### src/hdl/u8d_pkg.sv
// ----------------------------------------------------------------------------
// u8d_pkg
// Shared types, widths and constants for the UTF-8 stream decoder.
// ----------------------------------------------------------------------------
package u8d_pkg;

   localparam int BYTE_W = 8;
   localparam int CP_W   = 21;
   localparam int LEN_W  = 3;
   localparam int PEND_W = 2;

   localparam logic [CP_W-1:0]  CP_REPLACEMENT = 21'h00FFFD;
   localparam logic [LEN_W-1:0] LEN_ONE        = 3'd1;
   localparam logic [LEN_W-1:0] LEN_TWO        = 3'd2;
   localparam logic [LEN_W-1:0] LEN_THREE      = 3'd3;
   localparam logic [LEN_W-1:0] LEN_FOUR       = 3'd4;

   // Byte class seen while no sequence is open
   typedef enum logic [4:0] {
      LEAD_ASCII = 5'b00001,
      LEAD_TWO   = 5'b00010,
      LEAD_THREE = 5'b00100,
      LEAD_FOUR  = 5'b01000,
      LEAD_BAD   = 5'b10000
   } lead_type;

   typedef struct packed {
      logic [CP_W-1:0]  code_point;
      logic [LEN_W-1:0] seq_length;
      logic             replaced;
   } result_type;

   function automatic lead_type classify_lead(input logic [BYTE_W-1:0] b);
      lead_type cls;
      priority if (b < 8'h80)                   cls = LEAD_ASCII;
      else if (b >= 8'hC2 && b <= 8'hDF)       cls = LEAD_TWO;
      else if (b >= 8'hE0 && b <= 8'hEF)       cls = LEAD_THREE;
      else if (b >= 8'hF0 && b <= 8'hF4)       cls = LEAD_FOUR;
      else                                     cls = LEAD_BAD;
      return cls;
   endfunction

endpackage

### src/hdl/u8d_in_stage.sv
// ----------------------------------------------------------------------------
// u8d_in_stage
// Input register: captures one byte item whenever the stage is empty or
// its current item moves on to the decode step.
// ----------------------------------------------------------------------------
module u8d_in_stage (
   input  logic                        clock,
   input  logic                        reset,
   input  logic                        req_valid,
   input  logic [u8d_pkg::BYTE_W-1:0]  req_in_byte,
   output logic                        req_stall,
   input  logic                        take,
   output logic                        s_valid,
   output logic [u8d_pkg::BYTE_W-1:0]  s_byte
);
   import u8d_pkg::*;

   logic              valid_ff, valid_in;
   logic [BYTE_W-1:0] byte_ff, byte_in;
   logic              load;

   assign load      = !valid_ff || take;
   assign req_stall = !load;

   always_comb begin
      valid_in = valid_ff;
      byte_in  = byte_ff;
      if (load) begin
         valid_in = req_valid;
         if (req_valid) begin
            byte_in = req_in_byte;
         end
      end
   end

   always_ff @(posedge clock) begin
      if (reset) begin
         valid_ff <= 1'b0;
      end else begin
         valid_ff <= valid_in;
      end
      byte_ff <= byte_in;
   end

   assign s_valid = valid_ff;
   assign s_byte  = byte_ff;

endmodule

### src/hdl/u8d_decode.sv
// ----------------------------------------------------------------------------
// u8d_decode
// Decoder state (pending count, partial code point, sequence length) and
// the one-byte update step.
// ----------------------------------------------------------------------------
module u8d_decode (
   input  logic                        clock,
   input  logic                        reset,
   input  logic                        step,
   input  logic [u8d_pkg::BYTE_W-1:0]  in_byte,
   output logic                        emit,
   output u8d_pkg::result_type         result
);
   import u8d_pkg::*;

   logic [PEND_W-1:0] pend_ff, pend_in;
   logic [CP_W-1:0]   pv_ff, pv_in;
   logic [LEN_W-1:0]  len_ff, len_in;

   always_comb begin
      pend_in           = pend_ff;
      pv_in             = pv_ff;
      len_in            = len_ff;
      emit              = 1'b0;
      result.code_point = '0;
      result.seq_length = LEN_ONE;
      result.replaced   = 1'b0;
      if (pend_ff != '0) begin
         // any byte counts as continuation here, low six bits only
         pv_in   = {pv_ff[CP_W-7:0], in_byte[5:0]};
         pend_in = pend_ff - 2'd1;
         if (pend_ff == 2'd1) begin
            emit              = 1'b1;
            result.code_point = pv_in;
            result.seq_length = len_ff;
         end
      end else begin
         unique case (classify_lead(in_byte))
            LEAD_ASCII: begin
               len_in            = LEN_ONE;
               pv_in             = '0;
               emit              = 1'b1;
               result.code_point = CP_W'(in_byte);
            end
            LEAD_TWO: begin
               pv_in   = CP_W'(in_byte[4:0]);
               pend_in = 2'd1;
               len_in  = LEN_TWO;
            end
            LEAD_THREE: begin
               pv_in   = CP_W'(in_byte[3:0]);
               pend_in = 2'd2;
               len_in  = LEN_THREE;
            end
            LEAD_FOUR: begin
               pv_in   = CP_W'(in_byte[2:0]);
               pend_in = 2'd3;
               len_in  = LEN_FOUR;
            end
            default: begin
               len_in            = LEN_ONE;
               pv_in             = '0;
               emit              = 1'b1;
               result.code_point = CP_REPLACEMENT;
               result.replaced   = 1'b1;
            end
         endcase
      end
   end

   always_ff @(posedge clock) begin
      if (reset) begin
         pend_ff <= '0;
         pv_ff   <= '0;
         len_ff  <= LEN_ONE;
      end else if (step) begin
         pend_ff <= pend_in;
         pv_ff   <= pv_in;
         len_ff  <= len_in;
      end
   end

   // open sequence: length covers the bytes still expected
   a_len_vs_pend: assert property (@(posedge clock) disable iff (reset)
      (pend_ff != '0) |-> (len_ff > LEN_W'(pend_ff)) && (len_ff <= LEN_FOUR))
      else $error("sequence length inconsistent with pending count");

   a_close_on_last: assert property (@(posedge clock) disable iff (reset)
      (step && pend_ff == 2'd1) |=> (pend_ff == '0))
      else $error("sequence not closed after last continuation");

   a_replace_only_idle: assert property (@(posedge clock) disable iff (reset)
      result.replaced |-> (pend_ff == '0))
      else $error("replacement raised inside an open sequence");

endmodule

### src/hdl/u8d_out_stage.sv
// ----------------------------------------------------------------------------
// u8d_out_stage
// Result register: holds a decoded item until the consumer takes it and
// tells the upstream stages when they may advance.
// ----------------------------------------------------------------------------
module u8d_out_stage (
   input  logic                        clock,
   input  logic                        reset,
   input  logic                        s_valid,
   input  logic                        emit,
   input  u8d_pkg::result_type         result,
   output logic                        advance,
   output logic                        rsp_valid,
   input  logic                        rsp_stall,
   output logic [u8d_pkg::CP_W-1:0]    rsp_code_point,
   output logic [u8d_pkg::LEN_W-1:0]   rsp_seq_length,
   output logic                        rsp_replaced
);
   import u8d_pkg::*;

   logic       valid_ff, valid_in;
   result_type data_ff, data_in;

   assign advance = !valid_ff || !rsp_stall;

   always_comb begin
      valid_in = valid_ff;
      data_in  = data_ff;
      if (advance) begin
         valid_in = s_valid && emit;
         if (s_valid && emit) begin
            data_in = result;
         end
      end
   end

   always_ff @(posedge clock) begin
      if (reset) begin
         valid_ff <= 1'b0;
      end else begin
         valid_ff <= valid_in;
      end
      data_ff <= data_in;
   end

   assign rsp_valid      = valid_ff;
   assign rsp_code_point = data_ff.code_point;
   assign rsp_seq_length = data_ff.seq_length;
   assign rsp_replaced   = data_ff.replaced;

endmodule

### src/hdl/utf8_stream_decoder_core.sv
// ----------------------------------------------------------------------------
// utf8_stream_decoder_core
// UTF-8 byte stream decoder, one byte per item, one code point per result.
// Path: input register, combinational decode step, then result register;
// a stalled result register holds the byte in the input register.
// Takes 1 byte per cycle while the result register is not stalled.
// Synchronous active-high reset empties both stages and closes any open
// sequence (pending 0, length 1).
// ----------------------------------------------------------------------------
module utf8_stream_decoder_core (
   input  logic                        clock,
   input  logic                        reset,
   input  logic                        req_valid,
   output logic                        req_stall,
   input  logic [u8d_pkg::BYTE_W-1:0]  req_in_byte,
   output logic                        rsp_valid,
   input  logic                        rsp_stall,
   output logic [u8d_pkg::CP_W-1:0]    rsp_code_point,
   output logic [u8d_pkg::LEN_W-1:0]   rsp_seq_length,
   output logic                        rsp_replaced
);
   import u8d_pkg::*;

   logic              s_valid;
   logic [BYTE_W-1:0] s_byte;
   logic              advance;
   logic              step;
   logic              emit;
   result_type        result;

   assign step = s_valid && advance;

   u8d_in_stage u_in (
      .clock       (clock),
      .reset       (reset),
      .req_valid   (req_valid),
      .req_in_byte (req_in_byte),
      .req_stall   (req_stall),
      .take        (advance),
      .s_valid     (s_valid),
      .s_byte      (s_byte)
   );

   u8d_decode u_dec (
      .clock   (clock),
      .reset   (reset),
      .step    (step),
      .in_byte (s_byte),
      .emit    (emit),
      .result  (result)
   );

   u8d_out_stage u_out (
      .clock          (clock),
      .reset          (reset),
      .s_valid        (s_valid),
      .emit           (emit),
      .result         (result),
      .advance        (advance),
      .rsp_valid      (rsp_valid),
      .rsp_stall      (rsp_stall),
      .rsp_code_point (rsp_code_point),
      .rsp_seq_length (rsp_seq_length),
      .rsp_replaced   (rsp_replaced)
   );

   a_replaced_form: assert property (@(posedge clock) disable iff (reset)
      (rsp_valid && rsp_replaced) |->
         (rsp_code_point == CP_REPLACEMENT) && (rsp_seq_length == LEN_ONE))
      else $error("replacement result malformed");

   a_stall_cause: assert property (@(posedge clock) disable iff (reset)
      req_stall |-> (rsp_valid && rsp_stall && s_valid))
      else $error("input stalled without a blocked result");

   a_len_range: assert property (@(posedge clock) disable iff (reset)
      rsp_valid |-> (rsp_seq_length >= LEN_ONE) && (rsp_seq_length <= LEN_FOUR))
      else $error("result length out of range");

endmodule

### config.mk
export PLATFORM = sky130hd
export DESIGN_NAME = utf8_stream_decoder_core
export DESIGN_NICKNAME = d
export VERILOG_FILES = /design/src/hdl/u8d_pkg.sv /design/src/hdl/u8d_in_stage.sv /design/src/hdl/u8d_decode.sv /design/src/hdl/u8d_out_stage.sv /design/src/hdl/utf8_stream_decoder_core.sv
export SDC_FILE = /design/constraint.sdc
export NUM_CORES = 1
export LEC_CHECK = 0
export BUFFER_PORTS_ARGS = -buffer_cell sky130_fd_sc_hd__buf_2
export CORE_ASPECT_RATIO = 0.75
export CORE_UTILIZATION = 54
export DETAILED_ROUTE_END_ITERATION = 8
export PLACE_DENSITY = 0.78
export REMOVE_ABC_BUFFERS = 1
export SYNTH_ARGS = -nofsm -noshare
export SYNTH_HDL_FRONTEND = slang
export SYNTH_SLANG_ARGS = --single-unit
### constraint.sdc
create_clock -name clock -period 5.4 [get_ports clock]
set_clock_uncertainty 0.2 [all_clocks]
set_input_delay 1.62 -clock clock [delete_from_list [all_inputs] [get_ports clock]]
set_output_delay 1.62 -clock clock [all_outputs]
set_load 0.03 [all_outputs]
* Word-level counts from Yosys, hierarchy flattened *
Cells that the tools add are included.
W data, S select, Z words.

word-level totals
  register bits after elaboration = 55
  bits of input ports = 12

operators by class
  add/subtract/negate cells = 1
  order comparisons = 7
  equality and inequality tests = 5
  muxes and demuxes = 17
  bitwise operators = 1
  reduce and logical (&&, ||, !) cells = 20

operators with widths
  kind                  number
  $pmux W16 S2          1
  $mux W5               5
  $ge A8 B8 Y1 const B  3
  $le A8 B8 Y1 const B  3
  $mux W24              1
  $mux W21              1
  $mux W15              1
  $pmux W5 S3           1
  $reduce_and A2 Y1     5
  $pmux W3 S3           1
  $lt A8 B8 Y1 const B  1
  $pmux W2 S3           1
  $eq A5 B1 Y1 const B  1
  $eq A5 B2 Y1 const B  1
  $eq A5 B3 Y1 const B  1
  $eq A5 B4 Y1 const B  1
  $logic_and A1 B1 Y1   5
  $logic_not A1 Y1      4
  $mux W1               4
  $reduce_bool A4 Y1    1
  $reduce_or A4 Y1      1
  $reduce_or A3 Y1      1
  $eq A2 B1 Y1 const B  1
  $logic_or A1 B1 Y1    2
  other kinds (4)       4

* Depth between registers and ports, before layout *
Gate-level depths: netlist of the first run.

  depth after elaboration = 13
  mapped depth = 6
  mapped depth without buffers = 4

* Cells and area by module *
From an unflattened synthesis of the first run, not the netlist that was laid out.

unflattened totals
  cells, all modules = 165
  area, all modules = 2163.3 µm²

modules (own cells, without submodules)
  module                    instances  cells an instance  area each (µm²)  seq. area each (µm²)
  u8d_decode                1          122                1072.3           400.4
  u8d_out_stage             1          30                 794.5            770.7
  u8d_in_stage              1          12                 290.3            260.2
  utf8_stream_decoder_core  1          1                  6.3              0.0

* Worst setup path after synthesis of the first run *
No wires, ideal clock.

  path type = in2reg
  start = input rsp_stall
  end = register u_out.data_ff, in the netlist u_out.rsp_code_point[0], enable pin
  setup time = 0.446 ns
  arrival time = 3.980 ns
  required time = 4.754 ns
  path slack = 0.775 ns
  stages on the path = 3
  buffers on the path = 1
  cell sequence = a21bo_2 clkbuf_1 a211oi_1

between the ends
  cells in the longest elaborated chain, start to end = 3

ends and longest elaborated chain
  item                         line                            source
  start: declaration           utf8_stream_decoder_core.sv:17  input logic rsp_stall,
  $logic_not A1 Y1             u8d_out_stage.sv:24             assign advance = !valid_ff || !rsp_stall;
  $logic_or A1 B1 Y1           u8d_out_stage.sv:24
  $reduce_and A2 Y1 (no line)  -
  end signal: assignment       u8d_out_stage.sv:43             data_ff <= data_in;
  end: declaration             u8d_out_stage.sv:22             result_type data_ff, data_in;

Every way passes these cells.
A chain may end at the register's enable or synchronous reset.

* Worst setup path in the final report of the first run *
  start = input rsp_stall
  end = output req_stall

between the ends
  cells in the longest elaborated chain, start to end = 4

ends and longest elaborated chain
  item                line                            source
  $logic_not A1 Y1    u8d_out_stage.sv:24
  $logic_or A1 B1 Y1  u8d_out_stage.sv:24
  $logic_or A1 B1 Y1  u8d_in_stage.sv:22              assign load = !valid_ff || take;
  $logic_not A1 Y1    u8d_in_stage.sv:23              assign req_stall = !load;
  end: declaration    utf8_stream_decoder_core.sv:14  output logic req_stall,

Every way passes these cells.

==> metrics, run 1 <==
status=finished clean; synthesized area=2186 sq um; RD Place Congestion=0.9102; Post-route DRC=0; Worst Hold Depth=2; final WL=4018 microns; CP bufs+invs=2; max frequency=253.8 MHz; Synth Area in XOR/XNOR=0%; WHS Endpoint=u_dec.pv_ff[10]; most frequent cells after synthesis=33 x edfxtp_1, 22 x dfxtp_1, 18 x a21oi_1, 18 x nand2_1, 13 x nand3_1; layout cells sized above 1=26.73%; wire per inst=14.94 microns; largest family of logic cells by synthesized area=compound AO/OA/AOI/OAI gates; Hold Crit Start=u_dec.pv_ff[10]; Final nets=228; adder-cell share of the synthesized area=0%; root buffer cell=clkbuf_8; Psw=193.6 uW; Reg2Reg Depth=4; min-delay worst type=flip-flop to flip-flop; DRT antenna net count=0; CORE AREA=3756 sq um; Sequential Power Share=55.8%; CP cell instances=buf_2 > and3_1 > buf_2; DP Wirelength=2690 microns; Synth area leader=edfxtp_1; Port Buffer Count=38; relative slew slack=18.61%; Slew @ Worst Pin=1.217 ns; CP arrival=2.12 ns; Seq/Total Area, Yosys=65.48%; Final Max Slew Viols=0; via count=1529; PwrDens=336.2 nW/um^2; clock share of power=33.9%; Die Y=57.10 microns; TritonCTS Buffers=5; Post-Synth Simple-Gate Area=15.11%; slowest stage cell, crit path=buf_2; cell mode on critical path=buf_2; vias in the first global route=1397; filler instances=292; RR Startpoint=u_in.s_byte[4]; synth top area cells=edfxtp_1 45%, dfxtp_1 20%, a21oi_1 4.1%; Tcrit/Tclk final=72.95%; CP Capture Type=output port; Vias per Instance=5.684; CP max FO=3; post-synthesis average cell area=12.08 sq um; #FFs+latches synth=55; # IOs=39; row count=19; Worst Path Required=3.58 ns; mux cell area share after synthesis=0%; Synth top area share=45.33%; R2R Setup Slk=2.36 ns; Worst Setup Path Type=input pin to output port; logic gate share of total power=10.3%; Post-synth top flop=edfxtp_1; die width=75.47 microns; DRT Pass-1 Iters=5; final setup vio count=0; Internal=659.1 uW; worst-skew pair later-pin latency=0.30 ns; max-cap violations=0; pin count of the biggest net entering global routing=26; post-CTS setup repair buffer count=0; CTS tree=yes; H-tree depth=2; Reg clk slew, reported paths=0.09 ns; clock sink count=55; post_cts resized=0; peak supply drop=0.2135 mV; switching part of the total=22.70%; top cell family by delay on the critical path=buffers and inverters; number of DRC markers in iteration 0=186; RSZ-0062 raised after global routing=false; GRT Util Overall=20.89%; Post-Route Setup TNS=0 ns; maximum buffer depth of the clock tree=2; GR Overflow Total=0; Worst R2R End=u_out.rsp_seq_length[0]; Initial Util=58.19%; most frequent cell after synthesis=edfxtp_1; Final Hold Fails=0; Leakage=0.0009732 uW; Hold Buf Count CTS=0; diode count=0; post-layout min period=3.939 ns; Worst setup SP type=input pin; Ys Warns=0; slowest cell delay on critical path=0.21 ns; count of flip-flops with a built-in enable after synthesis=33; count of cell types in the netlist=33; DIE AREA=4309 sq um; post-synthesis compound-gate area fraction=16.83%; final core occ=67.52%; Levels on crit path=3; share of synthesized flip-flops with an asynchronous set or reset=0%; P&R area growth vs syn=16.03%; Synth Instances=181; first-pass GRT wire length=6555 microns; initial antenna violation count=0
-- through the flow --
step | total power (uW) | instance area, sq um | setup WS (ns) | instances | hold WS [ns]
finish | 852.7 | 2536 | 1.461 | 269 | 0.2527
global route | 880.5 | 2536 | 1.428 | 269 | 0.2873
floorplan | 543.6 | 2141 | 0.8582 | 171 | 0.2212
CTS | 854.5 | 2536 | 1.461 | 269 | 0.2521
detailed placement | 572.5 | 2409 | 1.469 | 261 | 0.2410
global placement | 569.0 | 2409 | 1.480 | 261 | 0.2399
-- power groups by stage --
stage	clock, uW	sequential (uW)	combinational, uW
after floorplan	0	504	39.3
after global placement	0	485	84.3
after detailed placement	0	485	87.0
after CTS	291	476	87.6
after global routing	308	478	94.5
final	289	476	87.6
-- per-layer routing --
layer | vias to the layer above | part of all wire [%] | global-route usage [%] | routed length [microns]
li1 | 734 | - | - | -
met1 | 719 | 42 | 28.42 | 1697
met2 | 70 | 50 | 33.80 | 1999
met3 | 6 | 7.2 | 4.770 | 290
met4 | 0 | 0.77 | 5.820 | 31
met5 | - | 0 | 0 | 0
-- flip-flops by register name (all words and copies together) (netlist names) --
register and count:
u_dec.len_ff 3, u_dec.pend_ff 2, u_dec.pv_ff 15, u_in.s_byte 8
u_in.s_valid 1, u_out.rsp_code_point 21, u_out.rsp_replaced 1, u_out.rsp_seq_length 3
u_out.rsp_valid 1
-- cells in the final DEF, fill, tap and decap left out, types with 2 or more instances in the layout --
master    synthesis  routed
and3_1            2       2
nor3_1            6       6
clkbuf_8          0       5
o21ai_0           3       3
or2_2             2       2
o211ai_1          4       4
a21o_1           10      10
a21o_2            4       4
inv_1             3       3
dfxtp_1          22      22
edfxtp_1         33      33
nor2_1            9       9
and2_1            8       8
nand2_1          18      18
nand3_1          13      13
buf_2             0      38
a21oi_1          18      18
-- how the worst max path moves through the flow --
stage | startpoint | endpoint | slack (ns)
global placement | rsp_stall | req_stall | 1.48
floorplan | rsp_stall | u_out.rsp_code_point[0] | 0.86
finish | rsp_stall | req_stall | 1.46
detailed placement | rsp_stall | req_stall | 1.47
CTS | rsp_stall | req_stall | 1.46
global route | rsp_stall | req_stall | 1.43
-- tightest hold or removal path, stage by stage (launching register included) --
cell and delay [ns]:
dfxtp_1 0.32, nand2_1 0.05, a21oi_1 0.05
-- cell families after synthesis --
| group | count (synthesis) |
|---|---|
| compound gates | 50 |
| buf+inv | 13 |
| flops | 55 |
| simple gates | 63 |
-- layout make-up --
| cell class | count | area, sq um | area share, % |
|---|---|---|---|
| well taps | 52 | 65.06 | 2.565 |
| clock inverters | 1 | 30.03 | 1.184 |
| repair buffers | 38 | 190.2 | 7.499 |
| clock buffers | 7 | 97.59 | 3.848 |
| inverters | 3 | 11.26 | 0.4440 |
| multi-input cells | 113 | 710.7 | 28.02 |
| flip-flops and latches | 55 | 1431 | 56.44 |
Power figures use the tool's default switching activity.
==> run 2: changes to the inputs <==
- ABC_AREA: not set -> 1
- CORE_UTILIZATION: 54 -> 49
- PLACE_DENSITY: 0.78 -> 0.74
- clock period: 5.4 -> 3.2 ns (I/O delays scaled with it)
==> run 2 against run 1 <==
  * Non-clock buffer count grew 2
  * Critical path depth grew 1
  * Register-to-register slack got worse by 1.3 ns
  * Sequential share of layout area down 0.39 points
  * Clock-buffer cell count is the same
  * Flip-flop and latch count unchanged
  * Core utilization fell by 6.8 points
  * Area after synthesis rose by 1.8%
  * Cell area rose by 0.69%
  * Die area up 12%
  * Synthesized cell count is 18% higher
  * Cell count grew 16%
  * Critical path type unchanged
  * Largest power group unchanged
==> metrics, run 2 <==
CTS tree=yes; status=finished clean; Reg2Reg Depth=8; worst-skew pair later-pin latency=0.31 ns; RD Place Congestion=0.8511; most frequent cell after synthesis=nand2_1; Final Max Slew Viols=0; clock sink count=55; Leakage=0.001035 uW; CP arrival=1.45 ns; Vias per Instance=4.942; CP Capture Type=output port; wire per inst=11.88 microns; Worst Setup Path Type=input pin to output port; GRT Util Overall=17.75%; min-delay worst type=flip-flop to flip-flop; Ys Warns=0; P&R area growth vs syn=14.79%; diode count=0; slowest cell delay on critical path=0.21 ns; Layout Cells excl Fill=311; R2R Setup Slk=1.10 ns; synth top area cells=edfxtp_1 45%, dfxtp_1 20%, nand2_1 7.3%; PwrDens=522.9 nW/um^2; #FFs+latches synth=55; Post-synth top flop=edfxtp_1; final setup vio count=0; Fin Hold WS=0.2665 ns; maximum buffer depth of the clock tree=2; Final nets=267; Hold Buf Count CTS=0; post_cts resized=0; Synth area leader=edfxtp_1; via count=1537; TritonCTS Buffers=5; CP bufs+invs=2; Tcrit/Tclk final=81.69%; GR Overflow Total=0; Placed Cells=303; post-synthesis average cell area=10.40 sq um; Final Hold Fails=0; DP Wirelength=2571 microns; Hold Crit Start=u_dec.pv_ff[14]; final core occ=60.74%; RSZ-0062 raised after global routing=false; Largest register FFs=21; root buffer cell=clkbuf_8; synthesized area=2225 sq um; post-CTS setup repair buffer count=0; first-pass GRT wire length=6106 microns; Port Buffer Count=38; CP cell instances=buf_2 > nand2_1 > nor2_1 > buf_2; initial antenna violation count=0; cell mode on critical path=buf_2; slowest stage cell, crit path=buf_2; WHS Endpoint=u_dec.pv_ff[14]; CORE AREA=4204 sq um; H-tree depth=2; max frequency=382.6 MHz; DRT antenna net count=0; count of flip-flops with a built-in enable after synthesis=33; share of synthesized flip-flops with an asynchronous set or reset=0%; layout cells sized above 1=26.95%; filler instances=372; Worst Path Required=2.04 ns; most frequent cells after synthesis=43 x nand2_1, 33 x edfxtp_1, 25 x inv_1; Slew @ Worst Pin=0.4681 ns; Post-route DRC=0; top cell family by delay on the critical path=buffers and inverters; Die Y=60.35 microns; post-layout min period=2.614 ns; CP max FO=3; vias in the first global route=1312; Synth top area share=44.54%; number of DRC markers in iteration 0=95; Seq/Total Area, Yosys=64.34%; Worst setup SP type=input pin; final WL=3695 microns; die width=79.81 microns; peak supply drop=0.3247 mV; Synth Instances=214; Post-Route Setup TNS=0 ns; DIE AREA=4816 sq um; Worst R2R End=u_out.rsp_code_point[20]; RR Startpoint=u_in.s_byte[4]; # IOs=39; max-cap violations=0; Initial Util=52.92%; DRT Pass-1 Iters=4; row count=20; Reg clk slew, reported paths=0.09 ns; relative slew slack=68.46%; count of cell types in the netlist=25; commonest non-fill, non-tap cell in the layout=nand2_1; Worst Hold Depth=2; pin count of the biggest net entering global routing=26; most frequent cells in the layout=43 x nand2_1, 38 x buf_2, 33 x edfxtp_1
-- run 2: cell count changes in the layout (fill, tap and decap cells not counted), moves of 8 or more --
cell | before | now
a21o_1 | 10 | 0
and2_1 | 8 | 0
inv_1 | 3 | 25
nand2_1 | 18 | 43
o21ai_0 | 3 | 13
-- run 2: layout make-up --
type	count	area [sq um]	share of cell area, %
timing repair buffer	40	205.2	8.035
inverter	29	108.9	4.263
sequential	55	1431	56.05
clock inverter	1	5.005	0.1960
tap	55	68.82	2.695
clock buffer	7	86.33	3.381
multi-input combinational	124	648.1	25.38
-- run 2: through the flow --
stage	area, sq um	setup WS (ns)	power (uW)
after floorplan	2188	0.5447	918.2
after global placement	2462	0.5981	962.2
after detailed placement	2462	0.5853	965.9
after CTS	2554	0.5805	1347
after global routing	2554	0.5110	1397
final	2554	0.5860	1335
-- run 2: how the worst max path moves through the flow --
stage | startpoint | to | cells past startpoint
final | rsp_stall | req_stall | 4
after global routing | rsp_stall | req_stall | 4
after CTS | rsp_stall | req_stall | 4
after detailed placement | rsp_stall | req_stall | 4
after global placement | rsp_stall | req_stall | 4
after floorplan | rsp_stall | req_stall | 2
-- run 2: worst min-delay path, cell delays in order (launching register included) --
cell and delay, ns:
dfxtp_1 0.31, inv_1 0.06, a211oi_1 0.06
-- run 2: power breakdown --
part / internal [uW] / switching, uW
clock network: 175 / 213
registers: 788 / 15.6
logic: 40.7 / 103
-- run 2: logic make-up after synthesis --
family          count (synthesis)  share of synthesized area (%)
simple gates                   79                          17.27
flops                          55                          64.34
buf+inv                        35                          6.524
compound gates                 45                          11.87
-- run 2: routing by layer --
layer / track usage (%) / vias to the layer above / wire (microns)
met5: 0 / - / 0
met4: 10.71 / 0 / 83
met3: 4.060 / 8 / 186
met2: 26.37 / 39 / 1567
met1: 24.21 / 692 / 1857
li1: - / 798 / -
